===== config.mk =====
export PLATFORM = sky130hd
export DESIGN_NAME = grw_back
export DESIGN_NICKNAME = d
export VERILOG_FILES = /design/src/rtl/grw_pkg.sv /design/src/rtl/grw_back.sv
export SDC_FILE = /design/constraint.sdc
export NUM_CORES = 2
export LEC_CHECK = 0
export ABC_CLOCK_PERIOD_IN_PS = 27300
export BUFFER_PORTS_ARGS = -buffer_cell sky130_fd_sc_hd__buf_2
export CORE_AREA = 2 2 358 396
export CTS_CLUSTER_SIZE = 8
export DETAILED_ROUTE_END_ITERATION = 6
export DIE_AREA = 0 0 360 398
export PLACE_DENSITY = 0.54
export REMOVE_ABC_BUFFERS = 1
export SLEW_MARGIN = 25
export SYNTH_ARGS = -nofsm -noshare
export SYNTH_HDL_FRONTEND = slang
export SYNTH_SLANG_ARGS = --single-unit
export TNS_END_PERCENT = 10

===== constraint.sdc =====
create_clock -name clk -period 27.3 [get_ports clk]
set_input_delay 5.46 -clock clk [delete_from_list [all_inputs] [get_ports clk]]
set_output_delay 5.46 -clock clk [all_outputs]
set_load 0.005 [all_outputs]

===== src/rtl/grw_pkg.sv =====
`default_nettype none
// ----------------------------------------------------------------------------
// grw_pkg
// Shared types and constants for the Gaussian random walk barrier block.
// ----------------------------------------------------------------------------
package grw_pkg;

  localparam int FRACTION_BITS = 24;
  localparam int COUNT_WIDTH   = 32;

  localparam logic [29:0] LN2_Q30     = 30'd744261118;
  localparam logic [30:0] PI_HALF_Q30 = 31'd1686629713;
  localparam logic [30:0] ONE_Q30     = 31'h4000_0000;

  // Reciprocals ceil(2^(31+l)/d) with 2^l >= d; exact floor(n/d) for n < 2^31
  localparam logic [31:0] RCP_72 = 32'(((64'd1 << 38) + 64'd71) / 64'd72);
  localparam logic [31:0] RCP_42 = 32'(((64'd1 << 37) + 64'd41) / 64'd42);
  localparam logic [31:0] RCP_20 = 32'(((64'd1 << 36) + 64'd19) / 64'd20);
  localparam logic [31:0] RCP_6  = 32'(((64'd1 << 34) + 64'd5) / 64'd6);
  localparam logic [31:0] RCP_90 = 32'(((64'd1 << 38) + 64'd89) / 64'd90);
  localparam logic [31:0] RCP_56 = 32'(((64'd1 << 37) + 64'd55) / 64'd56);
  localparam logic [31:0] RCP_30 = 32'(((64'd1 << 36) + 64'd29) / 64'd30);
  localparam logic [31:0] RCP_12 = 32'(((64'd1 << 35) + 64'd11) / 64'd12);
  localparam logic [31:0] RCP_2  = 32'(((64'd1 << 32) + 64'd1) / 64'd2);

  // Configuration register indexes
  localparam logic [1:0] REG_UPPER = 2'd0;
  localparam logic [1:0] REG_LOWER = 2'd1;
  localparam logic [1:0] REG_SCALE = 2'd2;
  localparam logic [1:0] REG_DRIFT = 2'd3;

  typedef struct packed {
    logic [31:0] uniform_radius;
    logic [31:0] uniform_angle;
  } in_item_t;

  typedef struct packed {
    logic        reached_upper;
    logic [31:0] walk_length;
    logic [31:0] final_position;
    logic [31:0] upper_total;
    logic [31:0] lower_total;
  } out_item_t;

  // Normal sample handed from front to back: magnitude Q.30*Q.28 product
  // before the final shift, and its sign
  typedef struct packed {
    logic        neg;
    logic [63:0] prod;
  } sample_t;

  // Reciprocal and shift of the Horner divisors, step i of 0..4
  function automatic logic [31:0] sin_rcp(input logic [2:0] i);
    case (i)
      3'd0:    sin_rcp = RCP_72;
      3'd1:    sin_rcp = RCP_42;
      3'd2:    sin_rcp = RCP_20;
      default: sin_rcp = RCP_6;
    endcase
  endfunction

  function automatic logic [5:0] sin_sh(input logic [2:0] i);
    case (i)
      3'd0:    sin_sh = 6'd38;
      3'd1:    sin_sh = 6'd37;
      3'd2:    sin_sh = 6'd36;
      default: sin_sh = 6'd34;
    endcase
  endfunction

  function automatic logic [31:0] cos_rcp(input logic [2:0] i);
    case (i)
      3'd0:    cos_rcp = RCP_90;
      3'd1:    cos_rcp = RCP_56;
      3'd2:    cos_rcp = RCP_30;
      3'd3:    cos_rcp = RCP_12;
      default: cos_rcp = RCP_2;
    endcase
  endfunction

  function automatic logic [5:0] cos_sh(input logic [2:0] i);
    case (i)
      3'd0:    cos_sh = 6'd38;
      3'd1:    cos_sh = 6'd37;
      3'd2:    cos_sh = 6'd36;
      3'd3:    cos_sh = 6'd35;
      default: cos_sh = 6'd32;
    endcase
  endfunction

endpackage

`default_nettype wire


===== src/rtl/grw_back.sv =====
`default_nettype none
// ----------------------------------------------------------------------------
// grw_back
// Walk state: scales a sample, steps the position, tests the barriers
// and keeps the tallies.
// ----------------------------------------------------------------------------
module grw_back #(
  parameter int FRACTION_BITS = grw_pkg::FRACTION_BITS,
  parameter int COUNT_WIDTH   = grw_pkg::COUNT_WIDTH
) (
  input  wire logic              clk,
  input  wire logic              rst_n,
  input  wire logic              start,
  input  wire grw_pkg::sample_t  sample,
  input  wire logic [30:0]       upper_barrier,
  input  wire logic [30:0]       lower_barrier,
  input  wire logic [30:0]       step_scale,
  input  wire logic signed [31:0] drift,
  output logic                   busy,
  output logic                   hit,
  output grw_pkg::out_item_t     result
);

  localparam int ZSH = 58 - FRACTION_BITS;
  localparam logic [COUNT_WIDTH-1:0] CMAX = '1;

  typedef enum logic [1:0] {B_IDLE, B_SCALE, B_STEP} state_t;

  state_t                  state_r;
  logic [31:0]             z_r;
  logic                    neg_r;
  logic [63:0]             smag_r;
  logic signed [31:0]      pos_r;
  logic [COUNT_WIDTH-1:0]  steps_r;
  logic [COUNT_WIDTH-1:0]  up_r;
  logic [COUNT_WIDTH-1:0]  dn_r;

  logic [63:0]             sp;
  logic signed [66:0]      np;
  logic signed [31:0]      npos;
  logic [COUNT_WIDTH-1:0]  steps_n;
  logic [COUNT_WIDTH-1:0]  up_n;
  logic [COUNT_WIDTH-1:0]  dn_n;
  logic                    is_up;
  logic                    is_dn;

  function automatic logic [31:0] clip(input logic [COUNT_WIDTH-1:0] c);
    if (COUNT_WIDTH > 32 && (c >> 32) != '0) clip = 32'hFFFF_FFFF;
    else clip = 32'(c);
  endfunction

  // The normal magnitude stays below 2^31 for fraction widths up to 28
  assign sp   = {32'd0, z_r} * {33'd0, step_scale};
  assign np   = 67'(pos_r) + 67'(drift)
              + (neg_r ? -$signed({3'b000, smag_r}) : $signed({3'b000, smag_r}));
  assign npos = (np > 67'sd2147483647) ? 32'sh7FFF_FFFF :
                (np < -67'sd2147483648) ? 32'sh8000_0000 : np[31:0];
  assign steps_n = (steps_r == CMAX) ? steps_r : steps_r + 1'b1;
  assign up_n    = (up_r == CMAX) ? up_r : up_r + 1'b1;
  assign dn_n    = (dn_r == CMAX) ? dn_r : dn_r + 1'b1;
  assign is_up   = $signed({npos[31], npos}) >= $signed({2'b00, upper_barrier});
  assign is_dn   = !is_up && ($signed({npos[31], npos}) <= -$signed({2'b00, lower_barrier}));

  assign busy = (state_r != B_IDLE);

  // Scale, then step and test
  always_ff @(posedge clk) begin
    if (!rst_n) begin
      state_r <= B_IDLE;
      pos_r   <= '0;
      steps_r <= '0;
      up_r    <= '0;
      dn_r    <= '0;
      hit     <= 1'b0;
    end else begin
      hit <= 1'b0;
      case (state_r)
        B_IDLE: begin
          if (start) begin
            z_r     <= 32'(sample.prod >> ZSH);
            neg_r   <= sample.neg;
            state_r <= B_SCALE;
          end
        end
        B_SCALE: begin
          smag_r  <= sp >> FRACTION_BITS;
          state_r <= B_STEP;
        end
        B_STEP: begin
          state_r <= B_IDLE;
          if (is_up || is_dn) begin
            hit <= 1'b1;
            result.reached_upper  <= is_up;
            result.walk_length    <= clip(steps_n);
            result.final_position <= npos;
            result.upper_total    <= clip(is_up ? up_n : up_r);
            result.lower_total    <= clip(is_dn ? dn_n : dn_r);
            if (is_up) up_r <= up_n;
            else dn_r <= dn_n;
            pos_r   <= '0;
            steps_r <= '0;
          end else begin
            pos_r   <= npos;
            steps_r <= steps_n;
          end
        end
        default: state_r <= B_IDLE;
      endcase
    end
  end

  // A walk restarts after every hit
  assert property (@(posedge clk) disable iff (!rst_n) hit |-> (pos_r == '0 && steps_r == '0))
    else $error("walk not restarted after hit");
  assert property (@(posedge clk) disable iff (!rst_n) hit |-> $past(state_r == B_STEP))
    else $error("hit outside step");
  assert property (@(posedge clk) disable iff (!rst_n)
                   hit |-> (result.reached_upper ? up_r != '0 : dn_r != '0))
    else $error("tally not advanced");

endmodule

`default_nettype wire


; ---- Word-level counts from Yosys, hierarchy flattened
; Cells that the tools add are included.
[totals]
reg_bits = 330
input_bits = 193
wordCells = 57
[op_classes]
add_sub_neg = 7
mul = 1
n_lt_le_gt_ge = 4
n_eq_ne = 6
n_mux = 13
bitwise = 1
n_reduce_logical = 11
[ops]
columns = cell, n
row1 = two-way mux 32 bit, 9
row2 = "adder 32 x 1 -> 32 bit, second input constant", 3
row3 = "== test 32 bit, second input constant", 3
row4 = adder 33 x 67 -> 67 bit, 1
row5 = "greater-than comparator 67 x 32 -> 1 bit, second input constant", 1
row6 = "< comparator 67 x 32 -> 1 bit, second input constant", 1
row7 = two-way mux 67 bit, 1
row8 = negation 39 -> 67 bit, 1
row9 = multiplier 30 x 31 -> 61 bit, 1
row10 = adder 32 x 32 -> 33 bit, 1
row11 = <= comparator 32 x 33 -> 1 bit, 1
row12 = negation 31 -> 33 bit, 1
row13 = >= comparator 32 bit, 1
row14 = AND reduction 3 bit, 3
row15 = AND reduction 2 bit, 3
row16 = one-hot mux 2 bit (2 select lines), 1
row17 = "== test 2 x 1 -> 1 bit, second input constant", 1
row18 = "== test 2 bit, second input constant", 1
row19 = logical NOT 2 bit, 1
row20 = two-way mux 2 bit, 1
row21 = "!= test 2 bit, second input constant", 1
row22 = nonzero test 2 bit, 1
row23 = logical AND 1 bit, 1
row24 = logical NOT 1 bit, 1
row25 = other kinds (3), 3

; ---- Depth between registers and ports, before layout
[depth]
ltp_word = 11
mapped_depth = 45
ltp_nobuf = 40

; ---- Worst setup path before layout
; No wires, ideal clock.
[synth_path]
path_kind = in2reg
start = input port drift[1]
end = register result[0] in the netlist's numbering, enable pin
setup_time_ns = 0.619
arrival_time_ns = 17.140
slack_ns = 9.541
cell_stages = 28
path_buffers = 1
path_cell_list = fa_1 ha_1 fa_1 a21o_1 a221oi_2 a211o_1 nand4_1 a21o_1 a211o_1 o21ai_1 xnor2_1 or4b_1 o31ai_2 clkbuf_1 a21o_1 ha_1 a21o_1 a21o_1 a21oi_1 nor2_1 a211oi_1 nor2_1 a211o_1 a221o_1 o21ai_1 o22a_1 o21ai_0 nor2_1
[synth_via]
elab_chain_len = 10
elab_cells_between_ends = 12
cone_classes = 2 x add/sub / 4 x order compare / 2 x mux / 4 x reduce/logical
[synth_rtl]
columns = element, line
row1 = start: declaration, grw_back.sv:18  ; input wire logic signed [31:0] drift,
row2 = adder 32 x 32 -> 33 bit (*), grw_back.sv:54  ; assign np = 67'(pos_r) + 67'(drift)
row3 = adder 33 x 67 -> 67 bit (*), grw_back.sv:55  ; + (neg_r ? -$signed({3'b000, smag_r}) : $signed({3'b000, smag_r}));
row4 = < comparator 67 x 32 -> 1 bit, grw_back.sv:57  ; (np < -67'sd2147483648) ? 32'sh8000_0000 : np[31:0];
row5 = two-way mux 32 bit, grw_back.sv:57
row6 = two-way mux 32 bit (*), grw_back.sv:56  ; assign npos = (np > 67'sd2147483647) ? 32'sh7FFF_FFFF :
row7 = named net npos[6], grw_back.sv:40  ; logic signed [31:0] npos;
row8 = >= comparator 32 bit, grw_back.sv:61  ; assign is_up = $signed({npos[31], npos}) >= $signed({2'b00, upper_barrier});
row9 = logical NOT 1 bit, grw_back.sv:62  ; assign is_dn = !is_up && ($signed({npos[31], npos}) <= -$signed({2'b00, lower_barrier}));
row10 = logical AND 1 bit, grw_back.sv:62
row11 = logical OR 1 bit (*), grw_back.sv:91  ; if (is_up || is_dn) begin
row12 = AND reduction 3 bit (no line) (*), -
row13 = end: declaration, grw_back.sv:21  ; output grw_pkg::out_item_t result
; The timed path passes the listed nets; every way through them passes the cells marked *.
; A chain may end at the register's enable or synchronous reset.

; ---- Worst setup path after layout
[layout_path]
start = input port drift[31]
end = register result[3] in the netlist's numbering, enable pin
[layout_via]
elab_chain_len = 10
elab_cells_between_ends = 12
cone_classes = 2 x add/sub / 4 x order compare / 2 x mux / 4 x reduce/logical
[layout_rtl]
columns = element, line
row1 = adder 32 x 32 -> 33 bit (*), grw_back.sv:54
row2 = adder 33 x 67 -> 67 bit (*), grw_back.sv:55
row3 = < comparator 67 x 32 -> 1 bit, grw_back.sv:57
row4 = two-way mux 32 bit, grw_back.sv:57
row5 = two-way mux 32 bit (*), grw_back.sv:56
row6 = named net npos[9], grw_back.sv:40
row7 = >= comparator 32 bit (*), grw_back.sv:61
row8 = named net is_up, grw_back.sv:44  ; logic is_up;
row9 = logical NOT 1 bit, grw_back.sv:62
row10 = logical AND 1 bit, grw_back.sv:62
row11 = logical OR 1 bit (*), grw_back.sv:91
row12 = AND reduction 3 bit (no line) (*), -
; Marked as above.

==> flow_summary.toml <==
[run_status]
status = "completed"

[synth]
synth_edf_count = 197
yosysTopAreaCell = "fa_1"
synth_area_um2 = 51300
syn_avg_cell_area_um2 = 9.12
synthTopCellsByArea = "fa_1 34%, edfxtp_1 12%, ha_1 9.3%, nand2_1 6.6%, inv_1 6.6%"
ys_seq_area_frac = 0.167
synth_cells = 5618
ys.flop_type = "edfxtp_1"
synth_warnings = 0
synth.top_cell.area_share = 0.341
synth_cell_type_count = 87
synthArstFlopShare = 0
synth-seq-cells = 328

[route]
routed_wirelength_um = 154000
wire_per_inst_um = 20.4
drtAntennaViolNets = 0
drt_first_pass_iters = 5
route.detailed.drc = 0
via_count = 39600
avgViaCountPerCell = 5.23
drt_iter0_markers = 2417

[sta]
slew_violations = 0
grt_setup_unrepaired = "false"
max_freq_ghz = 0.0633
hold_viol_final = 0
setup_slack_ns = 11.50
finalSetupViolations = 0
finalClockSkew_ns = 0.0682
tightest_slew_ns = 1.00
tns_ns = 0
fin_crit_sh = 0.579
fin_crit_ns = 15.80
slew_headroom = 0.330

[cts]
cts.path.max_buffers = 3
cts_tree = "yes"
post-cts-setup-buffer-count = 0
clk_pin_slew_ns = 0.05
cts_root_buf = "clkbuf_16"
clk_latency_ns = 0.66
cts_hold_buf = 0
cts_inserted_buffers = 48
htree_levels = 2
ctsResizeCount = 0
cts_sinks = 328

[worst_setup_path]
cp_max_fo = 74
cp_slowest_cell = "o41ai_2"
worstRegToRegCells = 39
end_kind = "flip-flop"
critical_path_class = "input port to flip-flop"
max_stage_delay_ns = 0.84
crit_top_cell = "a21o_1"
critPathLaunchType = "input port"
crit_arrival_ns = 16.05
crit_required_ns = 27.55

[die]
die_y_um = 398
io_pins = 324
rows = 144
die-area_um2 = 143000
coreArea_um2 = 139000
die_w_um = 360
start_util = 0.368

[global_routing]
antenna_found_initial = 15
grt_max_degree = 87
grt_pass1_vias = 41500
grt_remaining_overflow = 0
grt_first_pass_wirelength_um = 243000
grt_usage = 0.218

[place]
place_congestion = 0.894
io_buffers = 289
dp_slack_ns = 10.85
dp_hpwl_um = 114000
postPlaceCellArea_um2 = 54300

[final_layout]
syn2layout_area_growth_pct = 8.86
stdcell_area_um2 = 55800
final_nets = 7150
final_layout_size_suffix_gt1_frac = 0.0794

[hold_path]
holdPathStages = 2
min_path_type = "flip-flop to flip-flop"

[run]
cap_violations = 0
[final timing paths]
path	start	end	slack, ns
setup / recovery	drift[31]	result[3]	11.50
hold reg to reg	steps_r[23]	steps_r[23]	0.45
setup reg to reg	smag_r[15]	result[3]	14.20
hold / removal	steps_r[23]	steps_r[23]	0.45
[worst max-delay path: cells and delay by family]
| family | cells | cell delay (ns) |
|---|---|---|
| compound gates | 14 | 4.23 |
| buf+inv | 8 | 2.63 |
| simple gates | 9 | 2.19 |
| fa+ha+maj | 3 | 1.38 |
[cell usage in the layout, fill, tap and decap left out, types with 28 or more instances in the layout]
| cell type | instances |
|---|---|
| and2_1 | 293 |
| nor3_1 | 65 |
| buf_4 | 64 |
| a21o_1 | 77 |
| inv_1 | 903 |
| clkbuf_16 | 49 |
| and3_1 | 38 |
| nand3_1 | 86 |
| nand2b_1 | 28 |
| nand4_1 | 105 |
| buf_2 | 289 |
| a21oi_1 | 177 |
| o21ai_0 | 84 |
| nor4_1 | 34 |
| clkbuf_1 | 33 |
| fa_1 | 874 |
| edfxtp_1 | 197 |
| o31ai_1 | 36 |
| ha_1 | 379 |
| xnor2_1 | 146 |
| o21a_1 | 60 |
| a41oi_1 | 31 |
| nand2_1 | 905 |
| dfxtp_1 | 130 |
| xor2_1 | 116 |
| nor2_1 | 215 |
| or4_1 | 31 |
[layout make-up]
| cell class | count | area [um^2] |
|---|---|---|
| fillers | 14100 | 83500 |
| multi-input cells | 4069 | 38200 |
| flip-flops and latches | 328 | 8540 |
| inverters | 904 | 3400 |
| well taps | 1825 | 2280 |
| repair buffers | 353 | 1930 |
| clock buffers | 86 | 1410 |
| clock inverters | 3 | 80.1 |
| diodes | 3 | 7.51 |
[synth_stat cells, types with 36 or more instances]
cell,instances
and2_1,293
xor2_1,116
a21oi_1,177
nand3_1,86
nand4_1,105
o21ai_0,84
a21o_1,78
edfxtp_1,197
clkbuf_1,268
inv_1,904
fa_1,874
o21a_1,60
ha_1,379
nor3_1,66
o31ai_1,36
nand2_1,905
dfxtp_1,131
xnor2_1,146
and3_1,38
nor2_1,216
[through the flow]
step / util / hold WS (ns) / instances
detailed placement: 0.390 / 0.450 / 7479
floorplan: - / 0.432 / 5301
global route: 0.401 / 0.485 / 7569
CTS: 0.401 / 0.457 / 7568
global placement: 0.390 / 0.440 / 7479
finish: 0.401 / 0.454 / 7571
[state kept, by name (all words and copies together) (netlist names)]
signal and cells:
hit 1, smag_r 37, result 129, steps_r 32
z_r 30, state_r 2, dn_r 32, up_r 32
neg_r 1, pos_r 32
[cell families after synthesis]
| family | synth area share |
|---|---|
| simple gates | 0.177 |
| fa+ha+maj | 0.434 |
| buf+inv | 0.0906 |
| compound gates | 0.0837 |
| flops | 0.167 |
| xor+xnor | 0.0448 |
| mux | 0.00339 |
[per-layer routing]
layer | part of all wire | routed length [um] | global-route usage | vias up
met5 | 0.00043 | 67 | 0 | -
met4 | 0.022 | 3390 | 0.0473 | 10
met3 | 0.050 | 7730 | 0.0272 | 207
met2 | 0.50 | 76600 | 0.385 | 1065
met1 | 0.43 | 66300 | 0.286 | 20200
li1 | - | - | - | 18100
Power is not shown: default switching activity piles up to over one toggle a cycle in this logic, so the estimate is an artifact.
